**config.mk**
```make
export PLATFORM = sky130hd
export DESIGN_NAME = roman_numeral_encoder_unit_flat
export DESIGN_NICKNAME = d
export VERILOG_FILES = /design/src/sv/rne_pkg.sv /design/src/sv/rne_if.sv /design/src/sv/rne_front.sv /design/src/sv/rne_queue.sv /design/src/sv/rne_back.sv /design/src/sv/roman_numeral_encoder_unit.sv /design/src/flat_wrapper.sv
export SDC_FILE = /design/constraint.sdc
export NUM_CORES = 1
export LEC_CHECK = 0
export BUFFER_PORTS_ARGS = -buffer_cell sky130_fd_sc_hd__buf_4
export CORE_MARGIN = 1
export CORE_UTILIZATION = 55
export DETAILED_ROUTE_END_ITERATION = 8
export PLACE_DENSITY = 0.83
export SYNTH_ARGS = -nofsm -noshare
export SYNTH_HDL_FRONTEND = slang
export SYNTH_SLANG_ARGS = --single-unit
```
**constraint.sdc**
```tcl
create_clock -name clk_i -period 4.75 [get_ports clk_i]
set_input_delay 0.7125 -clock clk_i [delete_from_list [all_inputs] [get_ports clk_i]]
set_output_delay 0.7125 -clock clk_i [all_outputs]
set_load 0.02 [all_outputs]
```
**src/sv/rne_pkg.sv**
```systemverilog
`timescale 1ns / 1ps
// Shared types, constants and digit helpers for the Roman numeral encoder.
// Depends on nothing; every other file uses it.
package rne_pkg;

  localparam int unsigned VALUE_W     = 13;
  localparam int unsigned SYM_W       = 3;
  localparam int unsigned DIGIT_W     = 4;
  localparam int unsigned QUEUE_DEPTH = 2;

  localparam logic [VALUE_W-1:0] VALUE_MIN = 13'd1;
  localparam logic [VALUE_W-1:0] VALUE_MAX = 13'd4999;

  // place weights, held at 14 bits so nine times a weight cannot wrap
  localparam logic [13:0] W_THOUSAND = 14'd1000;
  localparam logic [13:0] W_HUNDRED  = 14'd100;
  localparam logic [13:0] W_TEN      = 14'd10;

  typedef enum logic [SYM_W-1:0] {
    SYM_I = 3'd0,
    SYM_V = 3'd1,
    SYM_X = 3'd2,
    SYM_L = 3'd3,
    SYM_C = 3'd4,
    SYM_D = 3'd5,
    SYM_M = 3'd6
  } rne_sym_e;

  typedef enum logic [1:0] {
    PL_TH = 2'd0,
    PL_HU = 2'd1,
    PL_TE = 2'd2,
    PL_ON = 2'd3
  } rne_place_e;

  // one classified request: range error plus the four decimal digits
  typedef struct packed {
    logic               err;
    logic [2:0]         th;
    logic [DIGIT_W-1:0] hu;
    logic [DIGIT_W-1:0] te;
    logic [DIGIT_W-1:0] on;
  } rne_digits_t;

  // count how many whole weights fit in r, for r below ten weights
  function automatic logic [DIGIT_W-1:0] digit_count(input logic [13:0] r,
                                                     input logic [13:0] w);
    logic [DIGIT_W-1:0] d;
    d = '0;
    for (int k = 1; k <= 9; k++) begin
      if (r >= 14'(14'(k) * w)) d = DIGIT_W'(k);
    end
    return d;
  endfunction

  // number of symbols a hundreds, tens or ones digit expands into
  function automatic logic [2:0] digit_len(input logic [DIGIT_W-1:0] d);
    logic [2:0] n;
    unique case (d)
      4'd1, 4'd2, 4'd3: n = d[2:0];
      4'd4:             n = 3'd2;
      4'd5:             n = 3'd1;
      4'd6, 4'd7, 4'd8: n = 3'(d - 4'd4);
      4'd9:             n = 3'd2;
      default:          n = 3'd0;
    endcase
    return n;
  endfunction

  // symbol k of a digit, given the one, five and ten symbols of its place
  function automatic rne_sym_e digit_sym(input logic [DIGIT_W-1:0] d,
                                         input logic [1:0] k,
                                         input rne_sym_e one,
                                         input rne_sym_e five,
                                         input rne_sym_e ten);
    rne_sym_e s;
    unique case (d)
      4'd4:                   s = (k == 2'd0) ? one : five;
      4'd5, 4'd6, 4'd7, 4'd8: s = (k == 2'd0) ? five : one;
      4'd9:                   s = (k == 2'd0) ? one : ten;
      default:                s = one;
    endcase
    return s;
  endfunction

endpackage

```
**src/sv/rne_if.sv**
```systemverilog
`timescale 1ns / 1ps
// Valid/ready channel interfaces for the encoder input and symbol output.
// Depends on rne_pkg for field widths.
interface rne_in_if;
  logic                       valid;
  logic                       ready;
  logic [rne_pkg::VALUE_W-1:0] value;

  modport source (output valid, output value, input ready);
  modport sink   (input valid, input value, output ready);
endinterface

interface rne_out_if;
  logic                     valid;
  logic                     ready;
  logic [rne_pkg::SYM_W-1:0] symbol;
  logic                     last;
  logic                     error;

  modport source (output valid, output symbol, output last, output error, input ready);
  modport sink   (input valid, input symbol, input last, input error, output ready);
endinterface

```
**src/sv/rne_front.sv**
```systemverilog
`timescale 1ns / 1ps
// Front end: accepts values, checks range and splits them into decimal digits.
// Depends on rne_pkg and rne_in_if; feeds rne_queue.
module rne_front (
  input  logic                 clk_i,
  input  logic                 rst_ni,
  rne_in_if.sink               in_i,
  output logic                 push_valid_o,
  input  logic                 push_ready_i,
  output rne_pkg::rne_digits_t push_data_o
);
  import rne_pkg::*;

  logic        s1_v_q, s2_v_q;
  logic        s1_err_q, s2_err_q;
  logic [2:0]  s1_th_q, s2_th_q;
  logic [9:0]  s1_rem_q;
  logic [3:0]  s2_hu_q;
  logic [6:0]  s2_rem_q;
  logic        en1, en2;
  logic        in_err;
  logic [3:0]  th_d, hu_d, te_d;
  logic [13:0] v_ext, r1_ext, r2_ext;

  // stall the whole front when the queue is full
  assign en2       = !s2_v_q || push_ready_i;
  assign en1       = !s1_v_q || en2;
  assign in_i.ready = en1;

  // stage one: range check and thousands digit
  assign v_ext  = {1'b0, in_i.value};
  assign in_err = (in_i.value < VALUE_MIN) || (in_i.value > VALUE_MAX);
  assign th_d   = digit_count(v_ext, W_THOUSAND);

  // stage two: hundreds digit
  assign r1_ext = {4'b0, s1_rem_q};
  assign hu_d   = digit_count(r1_ext, W_HUNDRED);

  // push path: tens and ones digits
  assign r2_ext = {7'b0, s2_rem_q};
  assign te_d   = digit_count(r2_ext, W_TEN);

  always_ff @(posedge clk_i or negedge rst_ni) begin
    if (!rst_ni) begin
      s1_v_q <= 1'b0;
      s2_v_q <= 1'b0;
    end else begin
      if (en1) s1_v_q <= in_i.valid;
      if (en2) s2_v_q <= s1_v_q;
    end
  end

  always_ff @(posedge clk_i) begin
    if (en1 && in_i.valid) begin
      s1_err_q <= in_err;
      s1_th_q  <= th_d[2:0];
      s1_rem_q <= 10'(v_ext - 14'(14'(th_d) * W_THOUSAND));
    end
    if (en2 && s1_v_q) begin
      s2_err_q <= s1_err_q;
      s2_th_q  <= s1_th_q;
      s2_hu_q  <= hu_d;
      s2_rem_q <= 7'(r1_ext - 14'(14'(hu_d) * W_HUNDRED));
    end
  end

  assign push_valid_o    = s2_v_q;
  assign push_data_o.err = s2_err_q;
  assign push_data_o.th  = s2_th_q;
  assign push_data_o.hu  = s2_hu_q;
  assign push_data_o.te  = te_d;
  assign push_data_o.on  = 4'(r2_ext - 14'(14'(te_d) * W_TEN));

endmodule

```
**src/sv/rne_queue.sv**
```systemverilog
`timescale 1ns / 1ps
// Short FIFO of classified requests between the front and back ends.
// Depends on rne_pkg for the request record type.
module rne_queue #(
  parameter int unsigned DEPTH = rne_pkg::QUEUE_DEPTH
) (
  input  logic                 clk_i,
  input  logic                 rst_ni,
  input  logic                 push_valid_i,
  output logic                 push_ready_o,
  input  rne_pkg::rne_digits_t push_data_i,
  output logic                 pop_valid_o,
  input  logic                 pop_ready_i,
  output rne_pkg::rne_digits_t pop_data_o
);
  import rne_pkg::*;

  localparam int unsigned PTR_W = $clog2(DEPTH);
  localparam int unsigned CNT_W = $clog2(DEPTH + 1);

  rne_digits_t        mem_q [DEPTH];
  logic [PTR_W-1:0]   wptr_q, rptr_q;
  logic [CNT_W-1:0]   cnt_q;
  logic               push, pop;

  assign push_ready_o = (cnt_q != CNT_W'(DEPTH));
  assign pop_valid_o  = (cnt_q != '0);
  assign push         = push_valid_i && push_ready_o;
  assign pop          = pop_valid_o && pop_ready_i;
  assign pop_data_o   = mem_q[rptr_q];

  // advance pointers and occupancy
  always_ff @(posedge clk_i or negedge rst_ni) begin
    if (!rst_ni) begin
      wptr_q <= '0;
      rptr_q <= '0;
      cnt_q  <= '0;
    end else begin
      if (push) wptr_q <= (wptr_q == PTR_W'(DEPTH - 1)) ? '0 : wptr_q + 1'b1;
      if (pop)  rptr_q <= (rptr_q == PTR_W'(DEPTH - 1)) ? '0 : rptr_q + 1'b1;
      if (push && !pop)      cnt_q <= cnt_q + 1'b1;
      else if (pop && !push) cnt_q <= cnt_q - 1'b1;
    end
  end

  // store the request
  always_ff @(posedge clk_i) begin
    if (push) mem_q[wptr_q] <= push_data_i;
  end

  a_cnt_bound: assert property (@(posedge clk_i) disable iff (!rst_ni)
    cnt_q <= CNT_W'(DEPTH))
    else $error("queue occupancy exceeds depth");

endmodule

```
**src/sv/rne_back.sv**
```systemverilog
`timescale 1ns / 1ps
// Back end: walks a digit record and emits one numeral symbol per cycle while the output is ready.
// Depends on rne_pkg and rne_out_if; pulls from rne_queue.
module rne_back (
  input  logic                 clk_i,
  input  logic                 rst_ni,
  input  logic                 q_valid_i,
  output logic                 q_ready_o,
  input  rne_pkg::rne_digits_t q_data_i,
  rne_out_if.source            out_o
);
  import rne_pkg::*;

  logic        busy_q;
  rne_digits_t rec_q;
  rne_place_e  place_q, place_d;
  logic [1:0]  k_q;
  logic        ov_q, last_q, err_q;
  rne_sym_e    sym_q;

  logic [2:0]  len_c [4];
  logic [2:0]  len_n [4];
  logic [3:0]  nz_c, nz_n, above;
  logic [2:0]  cur_len;
  logic        emit, end_digit, has_next, finish, load;
  rne_place_e  next_place, first_place;
  rne_sym_e    cur_sym;

  // symbol counts per place, for the current and the incoming record
  assign len_c[0] = rec_q.th;
  assign len_c[1] = digit_len(rec_q.hu);
  assign len_c[2] = digit_len(rec_q.te);
  assign len_c[3] = digit_len(rec_q.on);
  assign len_n[0] = q_data_i.th;
  assign len_n[1] = digit_len(q_data_i.hu);
  assign len_n[2] = digit_len(q_data_i.te);
  assign len_n[3] = digit_len(q_data_i.on);

  always_comb begin
    for (int i = 0; i < 4; i++) begin
      nz_c[i]  = (len_c[i] != 3'd0);
      nz_n[i]  = (len_n[i] != 3'd0);
      above[i] = nz_c[i] && (2'(i) > place_q);
    end
  end

  // find the next place that has symbols
  always_comb begin
    next_place = PL_ON;
    priority if (above[1]) next_place = PL_HU;
    else if (above[2])     next_place = PL_TE;
    else if (above[3])     next_place = PL_ON;
    else                   next_place = PL_ON;
  end

  always_comb begin
    first_place = PL_ON;
    priority if (nz_n[0]) first_place = PL_TH;
    else if (nz_n[1])     first_place = PL_HU;
    else if (nz_n[2])     first_place = PL_TE;
    else                  first_place = PL_ON;
  end

  // current symbol
  always_comb begin
    cur_sym = SYM_I;
    unique case (place_q)
      PL_TH: cur_sym = SYM_M;
      PL_HU: cur_sym = digit_sym(rec_q.hu, k_q, SYM_C, SYM_D, SYM_M);
      PL_TE: cur_sym = digit_sym(rec_q.te, k_q, SYM_X, SYM_L, SYM_C);
      PL_ON: cur_sym = digit_sym(rec_q.on, k_q, SYM_I, SYM_V, SYM_X);
      default: cur_sym = SYM_I;
    endcase
  end

  assign cur_len   = len_c[place_q];
  assign has_next  = |above;
  assign end_digit = ({1'b0, k_q} == 3'(cur_len - 3'd1));
  assign emit      = busy_q && (!ov_q || out_o.ready);
  assign finish    = rec_q.err || (end_digit && !has_next);
  assign q_ready_o = !busy_q || (emit && finish);
  assign load      = q_valid_i && q_ready_o;
  assign place_d   = load ? first_place : next_place;

  // sequence through places and repeats
  always_ff @(posedge clk_i or negedge rst_ni) begin
    if (!rst_ni) begin
      busy_q  <= 1'b0;
      place_q <= PL_TH;
      k_q     <= '0;
    end else begin
      if (load) begin
        busy_q  <= 1'b1;
        place_q <= place_d;
        k_q     <= '0;
      end else if (emit) begin
        if (finish) begin
          busy_q <= 1'b0;
        end else if (end_digit) begin
          place_q <= place_d;
          k_q     <= '0;
        end else begin
          k_q <= k_q + 1'b1;
        end
      end
    end
  end

  always_ff @(posedge clk_i) begin
    if (load) rec_q <= q_data_i;
  end

  // hold the emitted symbol until taken
  always_ff @(posedge clk_i or negedge rst_ni) begin
    if (!rst_ni) begin
      ov_q <= 1'b0;
    end else if (emit) begin
      ov_q <= 1'b1;
    end else if (out_o.ready) begin
      ov_q <= 1'b0;
    end
  end

  always_ff @(posedge clk_i) begin
    if (emit) begin
      sym_q  <= rec_q.err ? SYM_I : cur_sym;
      last_q <= finish;
      err_q  <= rec_q.err;
    end
  end

  assign out_o.valid  = ov_q;
  assign out_o.symbol = sym_q;
  assign out_o.last   = last_q;
  assign out_o.error  = err_q;

  a_err_last: assert property (@(posedge clk_i) disable iff (!rst_ni)
    ov_q && err_q |-> last_q && (sym_q == SYM_I))
    else $error("error result without last or with a symbol");

  a_has_sym: assert property (@(posedge clk_i) disable iff (!rst_ni)
    busy_q && !rec_q.err |-> ({1'b0, k_q} < cur_len))
    else $error("sequencer sits on a place with no symbol left");

  a_load_busy: assert property (@(posedge clk_i) disable iff (!rst_ni)
    load |=> busy_q)
    else $error("loaded request did not start");

endmodule

```
**src/sv/roman_numeral_encoder_unit.sv**
```systemverilog
`timescale 1ns / 1ps
// Roman numeral encoder: value in, one symbol per output request, last marked.
// A value passes front stages s1 and s2, the queue, the back-end record register and the output symbol register.
// Throughput: one symbol per cycle while the output is ready; a value holds the back end
// until all its symbols (1 to 16) are out, from the single-symbol output sequencer.
// Reset: asynchronous active low, empties the pipeline, queue and output; no clearing pass.
module roman_numeral_encoder_unit #(
  parameter int unsigned QUEUE_DEPTH = rne_pkg::QUEUE_DEPTH
) (
  input  logic      clk_i,
  input  logic      rst_ni,
  rne_in_if.sink    in_i,
  rne_out_if.source out_o
);
  import rne_pkg::*;

  logic        push_valid, push_ready, pop_valid, pop_ready;
  rne_digits_t push_data, pop_data;

  // classify and split into digits
  rne_front u_front (
    .clk_i        (clk_i),
    .rst_ni       (rst_ni),
    .in_i         (in_i),
    .push_valid_o (push_valid),
    .push_ready_i (push_ready),
    .push_data_o  (push_data)
  );

  // decouple front and back
  rne_queue #(
    .DEPTH (QUEUE_DEPTH)
  ) u_queue (
    .clk_i        (clk_i),
    .rst_ni       (rst_ni),
    .push_valid_i (push_valid),
    .push_ready_o (push_ready),
    .push_data_i  (push_data),
    .pop_valid_o  (pop_valid),
    .pop_ready_i  (pop_ready),
    .pop_data_o   (pop_data)
  );

  // expand digits into symbols
  rne_back u_back (
    .clk_i     (clk_i),
    .rst_ni    (rst_ni),
    .q_valid_i (pop_valid),
    .q_ready_o (pop_ready),
    .q_data_i  (pop_data),
    .out_o     (out_o)
  );

endmodule
```
**src/flat_wrapper.sv**
```systemverilog
// flat-port wrapper written by rule: the top's interface ports become plain ports
module roman_numeral_encoder_unit_flat import rne_pkg::*;
#(
  parameter int unsigned QUEUE_DEPTH = rne_pkg::QUEUE_DEPTH
)
  (clk_i, rst_ni, in_i_valid, in_i_value, in_i_ready, out_o_valid, out_o_symbol, out_o_last, out_o_error, out_o_ready);
  rne_in_if in_i_i ();
  rne_out_if out_o_i ();
  input  logic clk_i;
  input  logic rst_ni;
  input wire logic [$bits(in_i_i.valid)-1:0] in_i_valid;
  input wire logic [$bits(in_i_i.value)-1:0] in_i_value;
  output wire logic [$bits(in_i_i.ready)-1:0] in_i_ready;
  output wire logic [$bits(out_o_i.valid)-1:0] out_o_valid;
  output wire logic [$bits(out_o_i.symbol)-1:0] out_o_symbol;
  output wire logic [$bits(out_o_i.last)-1:0] out_o_last;
  output wire logic [$bits(out_o_i.error)-1:0] out_o_error;
  input wire logic [$bits(out_o_i.ready)-1:0] out_o_ready;
  assign in_i_i.valid = in_i_valid;
  assign in_i_i.value = in_i_value;
  assign in_i_ready = in_i_i.ready;
  assign out_o_valid = out_o_i.valid;
  assign out_o_symbol = out_o_i.symbol;
  assign out_o_last = out_o_i.last;
  assign out_o_error = out_o_i.error;
  assign out_o_i.ready = out_o_ready;
  roman_numeral_encoder_unit #(.QUEUE_DEPTH(QUEUE_DEPTH)) u_core (.clk_i(clk_i), .rst_ni(rst_ni), .in_i(in_i_i), .out_o(out_o_i));
endmodule
```
==> results of run 1 <==
state kept, by name, summed over array words and instances, names as in the netlist, 4 cells and up:
name                     count
u_core.u_queue.mem_q        32
u_core.u_front.s1_rem_q     10
u_core.u_back.rec_q         13
u_core.u_front.s2_hu_q       4
u_core.u_front.s2_rem_q      7
kinds of logic after synthesis:
| logic type | Yosys count |
|---|---|
| AND/OR/NAND/NOR | 114 |
| flip-flops | 94 |
| AO/OA/AOI/OAI | 92 |
| buffers and inverters | 56 |
| XOR/XNOR | 28 |
| adder cells (fa/ha/maj) | 28 |
| multiplexers | 25 |
placed cells by master (no fill, tap or decap), types with 9 or more instances in the layout:
cell	instances
mux2_2	14
inv_1	41
ha_1	23
nor3_1	10
clkbuf_8	10
xor2_1	9
xnor2_1	18
nor2_1	21
nor2b_1	15
dfrtp_1	12
o21ai_0	19
nand2_1	19
a21oi_1	26
edfxtp_1	82
buf_4	25
through the flow:
stage	instance area [um^2]	power [W]	setup WS, ns	std cells	hold WS, ns
5_1_grt	5610	0.00419	0.480	571	0.153
3_5_place_dp	5430	0.00344	0.325	555	0.408
2_1_floorplan	5160	0.00302	0.727	437	0.400
3_3_place_gp	5430	0.00331	0.459	555	0.404
4_1_cts	5610	0.00393	0.732	571	0.152
6_report	5610	0.00391	0.742	571	0.163
power breakdown:
part | internal [W] | switching, W | leakage [nW] | total, W
Sequential | 0.00144 | 0.000310 | 0.922 | 0.00175
Combinational | 0.000769 | 0.000895 | 1.15 | 0.00166
Clock | 0.000212 | 0.000283 | 0.0924 | 0.000494
Total | 0.00242 | 0.00149 | 2.16 | 0.00391
critical path, cell delays in order:
cell	delay, ns
buf_4	0.14
nor4_1	0.35
nor2_1	0.07
o31ai_1	0.27
o22ai_1	0.13
a2bb2oi_1	0.34
inv_1	0.19
ha_1	0.33
ha_1	0.21
inv_1	0.07
fa_1	0.41
ha_1	0.35
inv_1	0.06
o21bai_1	0.13
a21oi_1	0.09
xnor2_1	0.13
xnor2_1	0.12
area by class of cell:
| cell class | instances | area (um^2) | share of cell area (%) |
|---|---|---|---|
| well taps | 108 | 135 | 2.41 |
| inverters | 41 | 154 | 2.74 |
| flip-flops and latches | 94 | 2760 | 49.2 |
| clock inverters | 5 | 42.5 | 0.758 |
| clock buffers | 11 | 141 | 2.52 |
| repair buffers | 25 | 188 | 3.34 |
| multi-input cells | 287 | 2190 | 39.0 |
how the worst min path moves through the flow:
stage	from	endpoint	slack [ns]	cells past startpoint
2_1_floorplan	u_core.u_front.s1_err_q	u_core.u_front.s2_err_q	0.40	0
3_3_place_gp	u_core.u_front.s1_th_q[2]	u_core.u_front.s2_th_q[2]	0.40	0
3_5_place_dp	u_core.u_front.s1_th_q[2]	u_core.u_front.s2_th_q[2]	0.41	0
4_1_cts	rst_ni	u_core.u_back.out_o.valid	0.15	1
5_1_grt	rst_ni	u_core.u_back.out_o.valid	0.15	1
6_report	rst_ni	u_core.u_queue.cnt_q[0]	0.16	1
metal layers:
layer	vias to the layer above	wire length [um]	global-route usage [%]
met1	1599	3700	21.3
met4	0	197	7.46
met3	24	271	5.18
li1	1650	-	-
met5	-	0	0
met2	67	4630	36.4
==> results.json, run 1 <==
{
  "status": "complete, no violations",
  "cap_violations": 0,
  "antenna_found_initial": 0,
  "worstReg2RegStart": "u_core.u_back.place_q[1]",
  "cts_setup_buffers": 0,
  "row_count": 34,
  "clk_latency_ns": 0.37,
  "hold_violations": 0,
  "drt.antenna.violating_nets": 0,
  "power_density_nw_per_um2": 697,
  "die_x_um": 98.9,
  "synth_compound_area_share_pct": 11.9,
  "syn_area_um2": 5160,
  "yosys_warnings": 0,
  "synth_top_family_by_area": "simple AND/OR/NAND/NOR gates",
  "cts_sinks": 94,
  "worst_slew_pin_slew_ns": 0.728,
  "synth.area.top_cells": "edfxtp_1 48%, dfrtp_1 5.8%, ha_1 5.6%",
  "synth.most_common_cell": "edfxtp_1",
  "ys_types": 57,
  "r2r-end": "u_core.u_queue.cnt_q[1]",
  "ys_seq_area_share_pct": 53.5,
  "totalWireLength_um": 8800,
  "drt_iter0_drc": 85,
  "numCtsBuffers": 9,
  "slew_viol_final": 0,
  "endpoint": "u_core.u_front.s1_rem_q[9]",
  "setup_viol_count_final": 0,
  "start_util_pct": 58.1,
  "r2r_slack_ns": 1.44,
  "reg2regPathDepth": 13,
  "fin_setup_tns_ns": 0,
  "synth_mux_area_share_pct": 5.91,
  "io_pins": 24,
  "grt_usage_pct": 19.6,
  "critPathCaptureType": "flip-flop",
  "ys_ff_latch": 94,
  "fmax_mhz": 250,
  "cp.arrival_ns": 4.12,
  "synth_xor_area_share_pct": 4.89,
  "crit_start": "in_i_value[5]",
  "cts_buffer_depth": 2,
  "routed_via_density": 5.85,
  "grt_pass1_wl_um": 14800,
  "grt_overflow": 0,
  "dp_hpwl_um": 6560,
  "die_h_um": 98.9,
  "holdCritPathClass": "in -> async",
  "finalWorstPathRequiredPeriod_ns": 4.01,
  "syn_inst": 437,
  "finish.utilization_pct": 63.1,
  "path_class": "in -> reg",
  "post-route-period-util_pct": 84.4,
  "async_reset_ff_share_pct": 12.8,
  "p_leak_nw": 2.16,
  "grt_pass1_vias": 3329,
  "port_buffers": 23,
  "syn-mean-instance-area_um2": 11.8,
  "path_max_fanout": 8,
  "die_area_um2": 9780,
  "gp_congestion": 0.908,
  "htreeDepth": 3,
  "slew_headroom_pct": 51.5,
  "wire_per_inst_um": 15.4,
  "drive_above_1_share_pct": 14.0,
  "route.detailed.drc": 0,
  "fillCellCount": 666,
  "startpoint_type": "input port",
  "path_clk_slew_ns": 0.10,
  "synth_nets": 482,
  "cts-root-buf": "clkbuf_8",
  "n_antenna_cell": 0,
  "grt_start_max_net_pins": 22,
  "dr.pass1.iters": 4,
  "core-area_um2": 8890,
  "synth_fa_ha_area_share_pct": 7.51,
  "layout.nets": 503,
  "synth_top_area_share_pct": 47.7,
  "grt_setup_unrepaired": "false",
  "post_cts_resized": 0,
  "worstPathRequired_ns": 4.87,
  "num_vias": 3340,
  "synth-edff-count": 82,
  "fin_skew_ns": 0.0153,
  "netlist_top_cells_count": "82 x edfxtp_1, 41 x inv_1, 26 x a21oi_1",
  "ctsHoldBuffers": 0,
  "syn_to_final_growth_pct": 8.70,
  "ir_drop_mv": 0.245,
  "yosys.area.top_type": "edfxtp_1",
  "yosys.area_share.simple_pct": 12.2,
  "cts_tree": "built",
  "synth_ff_type": "edfxtp_1"
}
Power figures use the tool's default switching activity.
==> inputs of run 2 (changes only) <==
==> constraint.sdc (replaced) <==
create_clock -name clk_i -period 3.75 [get_ports clk_i]
set_input_delay 0.5625 -clock clk_i [delete_from_list [all_inputs] [get_ports clk_i]]
set_output_delay 0.5625 -clock clk_i [all_outputs]
set_load 0.02 [all_outputs]
==> run 2 against run 1 <==
Net effect: sequential power grew 27%; total power grew 26%; largest power group unchanged; flip-flop and latch count is the same; worst hold slack lost 0.14 ns; global-route usage shrank 0.13 points; critical path depth is the same; core utilization grew 1.5 points; final cell count grew 3.0%; register-to-register slack lost 1.0 ns.
==> results.json, run 2 (synthesized netlist as in run 1, its figures left out) <==
{
  "slowest_delay_ns": 0.47,
  "place_area_um2": 5560,
  "fin_skew_ns": 0.0139,
  "dp_slack_ns": -0.126,
  "grt_start_max_net_pins": 22,
  "wire_per_inst_um": 14.8,
  "reg2regPathDepth": 13,
  "largest_register": "u_core.u_queue.mem_q",
  "syn_to_final_growth_pct": 11.2,
  "start_util_pct": 58.1,
  "numCtsBuffers": 9,
  "path_clk_slew_ns": 0.09,
  "grt_overflow": 0,
  "grt_pass1_vias": 3495,
  "row_count": 34,
  "route.detailed.drc": 0,
  "dp_hpwl_um": 6670,
  "path_max_fanout": 6,
  "hold_violations": 0,
  "top_regs": "u_core.u_queue.mem_q (32), u_core.u_back.rec_q (13), u_core.u_front.s1_rem_q (10)",
  "n_antenna_cell": 0,
  "mostFrequentLayoutCells": "82 x edfxtp_1, 42 x buf_4, 41 x inv_1, 25 x a21oi_1, 23 x ha_1",
  "critPathCaptureType": "flip-flop",
  "p_leak_nw": 2.24,
  "final_cell_area_um2": 5740,
  "dr.pass1.iters": 4,
  "num_vias": 3408,
  "drt.antenna.violating_nets": 0,
  "slowest_stage": "fa_1",
  "power_density_nw_per_um2": 857,
  "finalWorstPathRequiredPeriod_ns": 3.57,
  "ctsHoldBuffers": 0,
  "post-route-period-util_pct": 95.2,
  "cts_buffer_depth": 2,
  "status": "complete, no violations",
  "die_x_um": 98.9,
  "worstPathRequired_ns": 3.85,
  "path_class": "in -> reg",
  "startpoint_type": "input port",
  "multiInputGateArea_um2": 2210,
  "cts_sinks": 94,
  "grt_usage_pct": 19.5,
  "drt_iter0_drc": 108,
  "slew_viol_final": 0,
  "gp_congestion": 0.893,
  "fillCellCount": 627,
  "setup_viol_count_final": 0,
  "worstPathCellList": "buf_4 -> and3_1 -> o211ai_1 -> a211o_1 -> a21oi_1 -> a2bb2oi_2 -> inv_1 -> buf_4 -> ha_1 -> inv_1 -> fa_1 -> ha_1 -> inv_1 -> o21bai_1 -> a21oi_2 -> xnor2_1 -> xnor2_1",
  "drive_above_1_share_pct": 17.7,
  "setup_slack_ns": 0.181,
  "cts_tree": "built",
  "slew_headroom_pct": 51.0,
  "grt_pass1_wl_um": 14900,
  "htreeDepth": 3,
  "io_pins": 24,
  "cts_setup_buffers": 0,
  "fmax_mhz": 280,
  "routed_via_density": 5.80,
  "cp.arrival_ns": 3.67,
  "ir_drop_mv": 0.316,
  "largest_reg_flops": 32,
  "die_h_um": 98.9,
  "totalWireLength_um": 8710,
  "regArea_um2": 2760,
  "antenna_found_initial": 0,
  "power_w": 0.00492,
  "cap_violations": 0,
  "core-area_um2": 8890,
  "die_area_um2": 9780,
  "clk_latency_ns": 0.35,
  "holdCritPathClass": "in -> async",
  "post_cts_resized": 0,
  "worst_slew_pin_slew_ns": 0.735,
  "port_buffers": 23,
  "layout.nets": 520,
  "final_common_cell": "edfxtp_1",
  "cts-root-buf": "clkbuf_8",
  "worst_path_most_repeated_cell": "inv_1"
}
run 2: path summary, 6_finish.rpt:
kind,start,end,slack [ns]
min reg2reg,u_core.u_front.s1_rem_q[0],u_core.u_front.s2_rem_q[0],0.42
max,in_i_value[9],u_core.u_front.s1_rem_q[9],0.18
min in group clk_i,in_i_value[2],u_core.u_front.s1_rem_q[2],0.40
max reg2reg,u_core.u_back.place_q[1],u_core.u_queue.cnt_q[1],0.43
max in group asynchronous,rst_ni,u_core.u_back.place_q[1],3.56
min,rst_ni,u_core.u_back.busy_q,0.03
run 2: area by class of cell:
cell class                      instances  share of cell area [%]
Multi-Input combinational cell        287                    38.5
Clock buffer                           11                    2.29
Clock inverter                          5                   0.566
Sequential cell                        94                    48.1
Inverter                               41                    2.68
Tap cell                              108                    2.35
Timing Repair Buffer                   42                    5.49
run 2: critical path: cells and delay by family:
family | cells | cell delay [ns]
compound gates | 6 | 1.06
fa+ha+maj | 3 | 1.09
simple gates | 1 | 0.19
xor+xnor | 2 | 0.26
buf+inv | 5 | 0.50
run 2: routing by layer:
layer / share of wire [%] / track usage (%)
met1: 40 / 20.5
met2: 54 / 36.0
met3: 3.2 / 3.90
met4: 3.4 / 11.1
met5: 0 / 0
run 2: report_power, final:
group	switching, W	internal, W
Sequential	0.000389	0.00183
Clock	0.000333	0.000243
Combinational	0.00113	0.00100
run 2: per-stage QoR:
stage / setup TNS, ns / util (%) / hold slack [ns] / cells
detailed placement: -0.126 / 62.6 / 0.406 / 572
floorplan: 0 / - / 0.267 / 437
global placement: -0.0257 / 62.6 / 0.403 / 572
CTS: 0 / 64.4 / 0.0164 / 588
global route: -0.0112 / 64.6 / 0.0201 / 588
finish: 0 / 64.6 / 0.0261 / 588
